==> src/hdl/psc_pkg.sv <==
package psc_pkg;

  localparam int COORD_BITS     = 24;
  localparam int STEP_BITS      = 16;
  localparam int COL_BITS       = 12;
  localparam int ROW_BITS       = 12;
  localparam int SLOT_BITS      = 2;
  localparam int CFG_INDEX_BITS = 2;

  localparam int DIFF_W  = COORD_BITS + 1;
  localparam int PROD_W  = 2 * DIFF_W;
  localparam int NORM_W  = PROD_W + 1;
  localparam int IDX_W   = (COL_BITS > ROW_BITS) ? COL_BITS : ROW_BITS;
  localparam int OFFS_W  = IDX_W + STEP_BITS;
  localparam int DELTA_W = ((DIFF_W > OFFS_W) ? DIFF_W : OFFS_W) + 1;
  localparam int LO_W    = (NORM_W + 1) / 2;
  localparam int HI_W    = NORM_W - LO_W;
  localparam int PLO_W   = LO_W + 1 + DELTA_W;
  localparam int PHI_W   = HI_W + DELTA_W;
  localparam int TERM_W  = NORM_W + DELTA_W;
  localparam int SUM_W   = TERM_W + 2;

  localparam logic ACT_LOAD     = 1'b0;
  localparam logic ACT_CLASSIFY = 1'b1;

  localparam logic [CFG_INDEX_BITS-1:0] CFG_ORIGIN_X = 2'd0;
  localparam logic [CFG_INDEX_BITS-1:0] CFG_ORIGIN_Y = 2'd1;
  localparam logic [CFG_INDEX_BITS-1:0] CFG_STEP_X   = 2'd2;
  localparam logic [CFG_INDEX_BITS-1:0] CFG_STEP_Y   = 2'd3;

  localparam logic signed [1:0] SIDE_BELOW = -2'sd1;
  localparam logic signed [1:0] SIDE_ON    = 2'sd0;
  localparam logic signed [1:0] SIDE_ABOVE = 2'sd1;

  typedef logic signed [COORD_BITS-1:0] coord_t;
  typedef logic signed [STEP_BITS-1:0]  step_t;
  typedef logic signed [DIFF_W-1:0]     diff_t;
  typedef logic signed [NORM_W-1:0]     norm_t;

  typedef struct packed {
    coord_t x;
    coord_t y;
    coord_t z;
  } psc_point_t;

  typedef struct packed {
    norm_t a;
    norm_t b;
    norm_t c;
  } psc_normal_t;

  typedef struct packed {
    logic s1;
    logic s2;
    logic s3;
    logic commit;
    logic s4;
    logic s5;
    logic s6;
    logic out;
  } psc_en_t;

endpackage

==> src/hdl/psc_ctrl.sv <==
module psc_ctrl (
  input  logic             clk,
  input  logic             rst,
  input  logic             in_valid,
  input  logic             action,
  input  logic             out_ready,
  output logic             in_ready,
  output logic             out_valid,
  output psc_pkg::psc_en_t en
);
  import psc_pkg::*;

  logic v1, v2, v3, v4, v5, v6, ov;
  logic k1, k2, k3;
  logic r_out, r6, r5, r4, r3, r2, r1, leave3;

  assign r_out  = !ov || out_ready;
  assign r6     = !v6 || r_out;
  assign r5     = !v5 || r6;
  assign r4     = !v4 || r5;
  assign leave3 = (k3 != ACT_CLASSIFY) || r4;
  assign r3     = !v3 || leave3;
  assign r2     = !v2 || r3;
  assign r1     = !v1 || r2;

  assign in_ready  = r1;
  assign out_valid = ov;

  assign en.s1     = in_valid && r1;
  assign en.s2     = v1 && r2;
  assign en.s3     = v2 && r3;
  assign en.commit = v3 && leave3;
  assign en.s4     = v3 && (k3 == ACT_CLASSIFY) && r4;
  assign en.s5     = v4 && r5;
  assign en.s6     = v5 && r6;
  assign en.out    = v6 && r_out;

  always_ff @(posedge clk) begin
    if (rst) begin
      v1 <= 1'b0;
      v2 <= 1'b0;
      v3 <= 1'b0;
      v4 <= 1'b0;
      v5 <= 1'b0;
      v6 <= 1'b0;
      ov <= 1'b0;
    end else begin
      v1 <= en.s1 || (v1 && !r2);
      v2 <= en.s2 || (v2 && !r3);
      v3 <= en.s3 || (v3 && !leave3);
      v4 <= en.s4 || (v4 && !r5);
      v5 <= en.s5 || (v5 && !r6);
      v6 <= en.s6 || (v6 && !r_out);
      ov <= en.out || (ov && !out_ready);
    end
  end

  always_ff @(posedge clk) begin
    if (en.s1) k1 <= action;
    if (en.s2) k2 <= k1;
    if (en.s3) k3 <= k2;
  end

endmodule

==> config.mk <==
export PLATFORM = sky130hd
export DESIGN_NAME = psc_ctrl
export DESIGN_NICKNAME = d
export VERILOG_FILES = /design/src/hdl/psc_pkg.sv /design/src/hdl/psc_ctrl.sv
export SDC_FILE = /design/constraint.sdc
export NUM_CORES = 1
export LEC_CHECK = 0
export ABC_AREA = 1
export BUFFER_PORTS_ARGS = -buffer_cell sky130_fd_sc_hd__buf_4
export CAP_MARGIN = 20
export CORE_AREA = 2 2 39 41
export DETAILED_ROUTE_END_ITERATION = 7
export DIE_AREA = 0 0 41 43
export GPL_TIMING_DRIVEN = 0
export HOLD_SLACK_MARGIN = 0.06
export PLACE_DENSITY = 0.55
export RECOVER_POWER = 50
export SYNTH_ARGS = -nofsm -noshare
export SYNTH_HDL_FRONTEND = slang
export SYNTH_SLANG_ARGS = --single-unit
==> constraint.sdc <==
create_clock -name clk -period 1.4 [get_ports clk]
set_input_delay 0.28 -clock clk [delete_from_list [all_inputs] [get_ports clk]]
set_output_delay 0.28 -clock clk [all_outputs]
set_load 0.05 [all_outputs]
* Yosys cells after proc, flatten, opt, wreduce, memory -nomap -nowiden
Cells that the tools add are included.
** Word-level totals
- Register bits after elaboration :: 10
- Output and inout bits :: 10
** Cells by class
- Bitwise logic cells :: 1
- Reduce and logical (&&, ||, !) cells :: 45
** Operators by type and width (number)
- 1-bit logical AND :: 16
- 1-bit logical OR :: 15
- 1-bit zero test :: 14
- 1-bit inverter :: 1

* Logic depth before layout (Yosys ltp)
Gate-level depths: netlist of the first run.
- Depth in word-level cells :: 11
- Mapped depth :: 8

* Worst setup path before layout of the first run
Ideal clock, no wire load.
- Kind :: register -> register
- Start :: register ov (netlist: out_valid)
- End :: register k1, enable pin
- Library setup time :: 319 ps
- Arrival :: 1798 ps
- Required time :: 1081 ps
- Path slack :: -717 ps
- Stages on the path, launching flop included :: 6
- Clock period less this slack :: 2117 ps
- Cell sequence :: dfxtp_1 nand4_2 nor2_2 nand4_2 nand2_1 inv_1
** RTL lines
- start: declaration :: RTL line psc_ctrl.sv:13 : logic v1, v2, v3, v4, v5, v6, ov;
- start signal: assignment :: RTL line psc_ctrl.sv:54 : ov <= en.out || (ov && !out_ready);
- end signal: assignment :: RTL line psc_ctrl.sv:59 : if (en.s1) k1 <= action;
- end: declaration :: RTL line psc_ctrl.sv:14 : logic k1, k2, k3;

==> impl_metrics.tcl, run 1 <==
set metrics [dict create \
    status "finished with violations" \
    violations "setup timing" \
    drc 0 \
    worstPathArrival_ns 1.38 \
    yosysSeqAreaShare_pct 53.0 \
    io_buffers 14 \
    die_w_microns 41 \
    path_cells "inv_1, nor2_4, nand2_2, nor2_4, nand2_2, nand2_2, clkinvlp_4, buf_8" \
    p_total_mw 0.586 \
    clock-skew-final_ns 0.00767 \
    start_kind "register" \
    post-route-period-util_pct 118 \
    drive_above_1_share_pct 57.5 \
    synthTopCellsByCount "inv_1, dfxtp_1, nand2_1, a21oi_1, nor2_1" \
    place.gp.congestion 0.721 \
    core_sq_um 1380 \
    drv_cap 0 \
    cp.buffers_inverters 3 \
    ys.flop_type "dfxtp_1" \
    ir_worst_vdd_v 0.000358 \
    slowest_delay_ns 0.35 \
    crit_family "simple AND/OR/NAND/NOR gates" \
    ys_warn_count 0 \
    hold_path_depth 1 \
    worst_slew_pin_slew_ns 0.200 \
    cts_tree "yes" \
    synth_area_leaders "dfxtp_1, edfxtp_1, inv_1, a21oi_1, nand4_2" \
    cts-root-buf "clkbuf_4" \
    grt-ovfl-total 0 \
    syn-num-nets 53 \
    p_int_mw 0.440 \
    hold_buffers 0 \
    syn_inst 48 \
    synthArstFlopShare_pct 0 \
    stdcell_count 89 \
    comb_power_share_pct 11.7 \
    placementRows 14 \
    p_sw_mw 0.146 \
    track_usage_pct 13.6 \
    timing.setup.tns_ns -1.12 \
    cp_slowest_cell "dfxtp_2" \
    crit_start "v5" \
    cp_common_cell "nand2_2" \
    critPathMaxFanout 3 \
    pin_count 15 \
    final_max_slew_viol_count 0 \
    cts.sinks 10 \
    drt_iter0_markers 7 \
    detail_route.wl_per_cell_microns 9.84 \
    grt_max_degree 8 \
    min_from "action" \
    h-tree-depth 1 \
    period_needed_ns 1.66 \
    max_freq_mhz 604 \
    diodes 0 \
    ys_types 14 \
    hp-class "in2reg" \
    avgSynthCellArea_sq_um 9.05 \
    endpoint_kind "output port" \
    netlist_area_sq_um 434 \
    rsz0062_at_grt "yes" \
    synth.largest_area_cell "dfxtp_1" \
    worstSetupPathType "reg2out" \
    die_area_sq_um 1760 \
    ys_ff_latch 10 \
    clock_latency_ns 0.26 \
    synth_edf_count 3 \
    setup_viol 7 \
    place_inst 78 \
    antenna_found_initial 0 \
    clock_path_buffers 2 \
    grt_pass1_wl_mm 1.55 \
    postLayoutSetupSlackWorst_ns -0.255 \
    seq_power_share_pct 52.7 \
    vias 390 \
    synthToLayoutAreaGrowth_pct 63.1 \
    fin_nets 79 \
    avgViaCountPerCell 4.38 \
    die-height_microns 43 \
    grt_pass1_vias 359 \
    worst-r2r-setup-slack_ns -0.03 \
    cts_inserted_buffers 3 \
    drtPass1Iterations 2 \
    reg2reg_depth 9 \
    slew_headroom_pct 86.6 \
    switching_share_pct 24.9 \
    power.clock.fraction_pct 35.6 \
    ant_nets 0 \
    clkSlewWorstSetupHoldPaths_ns 0.07 \
    yosysMostFrequentCell "inv_1" \
    hold_viol_final 0 \
    required_ns 1.12 \
    dp_hpwl_microns 598 \
    netlist.area_leader.share_pct 32.3 \
    start_util_pct 31.4 \
    cp.depth 8 \
    p_per_area_nw_per_um2 828 \
    p_leak_nw 0.327 \
    wirelength_microns 876 \
    r2r-start "v5" \
]
path summary, 6_finish.rpt:
kind	end
worst max-delay path	en[6]
worst min-delay path	k1
worst max register to register	k2
worst min register to register	k2
power groups by stage:
stage / clock, mW / sequential (mW) / combinational, mW
2_1_floorplan: 0 / 0.316 / 0.0374
3_3_place_gp: 0 / 0.316 / 0.0599
3_5_place_dp: 0 / 0.317 / 0.0607
4_1_cts: 0.216 / 0.310 / 0.0671
5_1_grt: 0.233 / 0.309 / 0.0739
6_report: 0.209 / 0.309 / 0.0688
metal layers:
metal | wire [microns] | vias up | share of wire (%) | GRT usage, %
met5 | 0 | - | 0 | 0
met4 | 14 | 0 | 1.6 | 10.0
met1 | 369 | 176 | 42 | 18.5
met2 | 449 | 8 | 51 | 16.6
met3 | 41 | 2 | 4.7 | 5.24
li1 | - | 204 | - | -
state kept, by name (all words and copies together) (netlist names):
name,cells
k1,1
k2,1
k3,1
out_valid,1
v1,1
v2,1
v3,1
v4,1
v5,1
v6,1
repair_timing:
action | in CTS | in global routing
endpoints found under the setup margin | 6 | 10
buffers inserted | 6 | 1
endpoints found under the hold margin | 0 | 0
resized for setup | 8 | 4
pin swaps | 3 | 3
kinds of logic (layout without fill, tap and decap cells):
logic type | after synthesis | count (layout) | synth area share [%]
simple gates | 18 | 18 | 25.1
flops | 10 | 10 | 53.0
buf+inv | 12 | 37 | 10.4
compound gates | 8 | 8 | 11.5
per-stage QoR:
| step | cell area [sq um] | worst slack [ns] | hold WS, ns | util (%) |
|---|---|---|---|---|
| 3_3_place_gp | 586 | -0.234 | 0.402 | 42.3 |
| 3_5_place_dp | 586 | -0.240 | 0.405 | 42.3 |
| 5_1_grt | 708 | -0.361 | 0.202 | 51.2 |
| 6_report | 708 | -0.255 | 0.209 | 51.2 |
| 2_1_floorplan | 460 | -0.261 | 0.339 | - |
| 4_1_cts | 687 | -0.273 | 0.181 | 49.6 |
cells in the final DEF (no fill, tap or decap), drive strengths merged:
| cell type | synthesis | layout |
|---|---|---|
| a21boi | 1 | 1 |
| a21oi | 7 | 7 |
| buf | 0 | 20 |
| clkbuf | 0 | 5 |
| clkinvlp | 0 | 1 |
| dfxtp | 7 | 7 |
| edfxtp | 3 | 3 |
| inv | 12 | 11 |
| nand2 | 8 | 8 |
| nand3 | 1 | 1 |
| nand4 | 2 | 2 |
| nor2 | 7 | 7 |
worst reg2reg max path, delay by kind of cell (launching register included):
kind                   cells  cell delay [ns]
buffers and inverters      4             0.42
DFF                        1             0.35
and+or+nand+nor            5             0.43
area by class of cell:
type | instances | area [sq um]
fill | 145 | 676
sequential | 10 | 239
inverter | 12 | 48.8
timing repair buffer | 21 | 176
clock buffer | 4 | 26.3
multi-input combinational | 26 | 198
tap | 16 | 20.0
(Power assumes the default switching activity.)
==> run 2: changes to the inputs <==
==> constraint.sdc (replaced) <==
create_clock -name clk -period 1.4 [get_ports clk]
set_input_delay 0.14 -clock clk [delete_from_list [all_inputs] [get_ports clk]]
set_output_delay 0.14 -clock clk [all_outputs]
set_load 0.05 [all_outputs]
==> run 2 against run 1 <==
Effect of this change:
- the flow still finishes with violations (setup timing)
- sequential power hardly changed
- global-route usage is 0.20 points higher
- flip-flop and latch count stayed put
- largest power group unchanged
- non-clock buffer count is 1 higher
- die area stayed put
- first-iteration DRC count stayed put
- critical path type unchanged
- clock skew hardly changed
- sequential share of layout area is 0.30 points lower
==> impl_metrics.tcl, run 2 (synthesized netlist as in run 1, its figures left out) <==
set metrics [dict create \
    pin_count 15 \
    drv_cap 0 \
    dp_hpwl_microns 598 \
    setup_viol 6 \
    post-route-period-util_pct 108 \
    status "finished with violations" \
    io_buffers 14 \
    detail_route.wl_per_cell_microns 9.81 \
    grt_max_degree 8 \
    hold_viol_final 0 \
    slew_headroom_pct 86.6 \
    cp.depth 8 \
    layout_commonest_cell "buf_4" \
    track_usage_pct 13.8 \
    worstPathArrival_ns 1.38 \
    max_freq_mhz 660 \
    start_util_pct 31.4 \
    post-place-ws_ns 0.00616 \
    placed_area_sq_um 586 \
    violations "setup timing" \
    period_needed_ns 1.52 \
    cts_inserted_buffers 3 \
    grt-ovfl-total 0 \
    drtPass1Iterations 2 \
    diodes 0 \
    hp-class "in2reg" \
    ant_nets 0 \
    die_w_microns 41 \
    fin_nets 80 \
    cts.sinks 10 \
    cts_tree "yes" \
    critPathMaxFanout 3 \
    cts-root-buf "clkbuf_4" \
    drc 0 \
    synthToLayoutAreaGrowth_pct 64.6 \
    clock_latency_ns 0.26 \
    design_area_sq_um 714 \
    vias 394 \
    rsz0062_at_grt "yes" \
    p_leak_nw 0.330 \
    required_ns 1.26 \
    place_inst 78 \
    worst_slew_pin_slew_ns 0.200 \
    clkSlewWorstSetupHoldPaths_ns 0.07 \
    slowest_delay_ns 0.35 \
    core_sq_um 1380 \
    cp_common_cell "nand2_2" \
    die-height_microns 43 \
    ir_worst_vdd_v 0.000358 \
    final_max_slew_viol_count 0 \
    reg2reg_depth 9 \
    postLayoutSetupSlackWorst_ns -0.116 \
    die_area_sq_um 1760 \
    worstSetupPathType "reg2out" \
    cp_slowest_cell "dfxtp_2" \
    hold_path_depth 2 \
    crit_family "simple AND/OR/NAND/NOR gates" \
    clock_path_buffers 2 \
    stdcell_count 90 \
    drive_above_1_share_pct 56.8 \
    grt_pass1_wl_mm 1.57 \
    drt_iter0_markers 7 \
    path_cells "inv_1, nor2_4, nand2_2, nor2_4, nand2_2, nand2_2, clkinvlp_4, buf_8" \
    endpoint_kind "output port" \
    antenna_found_initial 0 \
    final_cell_mix "buf_4, inv_1, a21oi_1" \
    h-tree-depth 1 \
    avgViaCountPerCell 4.38 \
    placementRows 14 \
    grt_pass1_vias 366 \
    wirelength_microns 883 \
    start_kind "register" \
    place.gp.congestion 0.721 \
    clock-skew-final_ns 0.00767 \
    cp.buffers_inverters 3 \
    p_per_area_nw_per_um2 823 \
]
-- run 2: power breakdown --
group | internal, mW | switching (mW)
Sequential | 0.303 | 0.00614
Combinational | 0.0295 | 0.0414
Clock | 0.110 | 0.0988
Total | 0.442 | 0.146
-- run 2: worst paths after layout --
| check | end | slack, ns | startpoint |
|---|---|---|---|
| worst max register to register | k2 | -0.03 | v5 |
| worst min register to register | k2 | 0.42 | k1 |
| worst min-delay path | v1 | 0.09 | rst |
| worst max-delay path | en[6] | -0.12 | v5 |
-- run 2: timing repair --
action / CTS / global route
resized for setup: 8 / 3
setup endpoints to repair: 5 / 7
endpoints found under the hold margin: 1 / 0
buffers inserted: 6 / 1
hold buffers: 1 / 0
pin swaps: 3 / 3
-- run 2: metal layers --
layer,routed length [microns],vias to the layer above,track usage (%)
met5,0,-,0
met4,14,0,10.0
met3,41,2,5.24
met2,454,8,17.2
met1,371,178,18.5
li1,-,206,-
-- run 2: final cells by class --
type                    instances  area, sq um
flip-flops and latches         10          239
clock buffers                   4         26.3
well taps                      16         20.0
repair buffers                 22          183
fillers                       145          669
inverters                      12         48.8
multi-input cells              26          198
-- run 2: worst reg2reg max path, cell delays in order, from the launching register on --
cell and delay (ns):
dfxtp_2 0.35, inv_1 0.08, nor2_4 0.10, nand2_2 0.07
nor2_4 0.12, nand2_2 0.06, nand2_2 0.08, clkinvlp_4 0.09
buf_4 0.13, buf_4 0.12
-- run 2: through the flow --
step / power, mW / hold slack (ns) / TNS, ns / utilization, %
3_3_place_gp: 0.376 / 0.319 / 0 / 42.3
2_1_floorplan: 0.353 / 0.199 / -0.595 / -
6_report: 0.588 / 0.0877 / -0.321 / 51.6
5_1_grt: 0.619 / 0.0878 / -0.938 / 51.6
3_5_place_dp: 0.377 / 0.320 / 0 / 42.3
4_1_cts: 0.595 / 0.0826 / -0.392 / 50.4
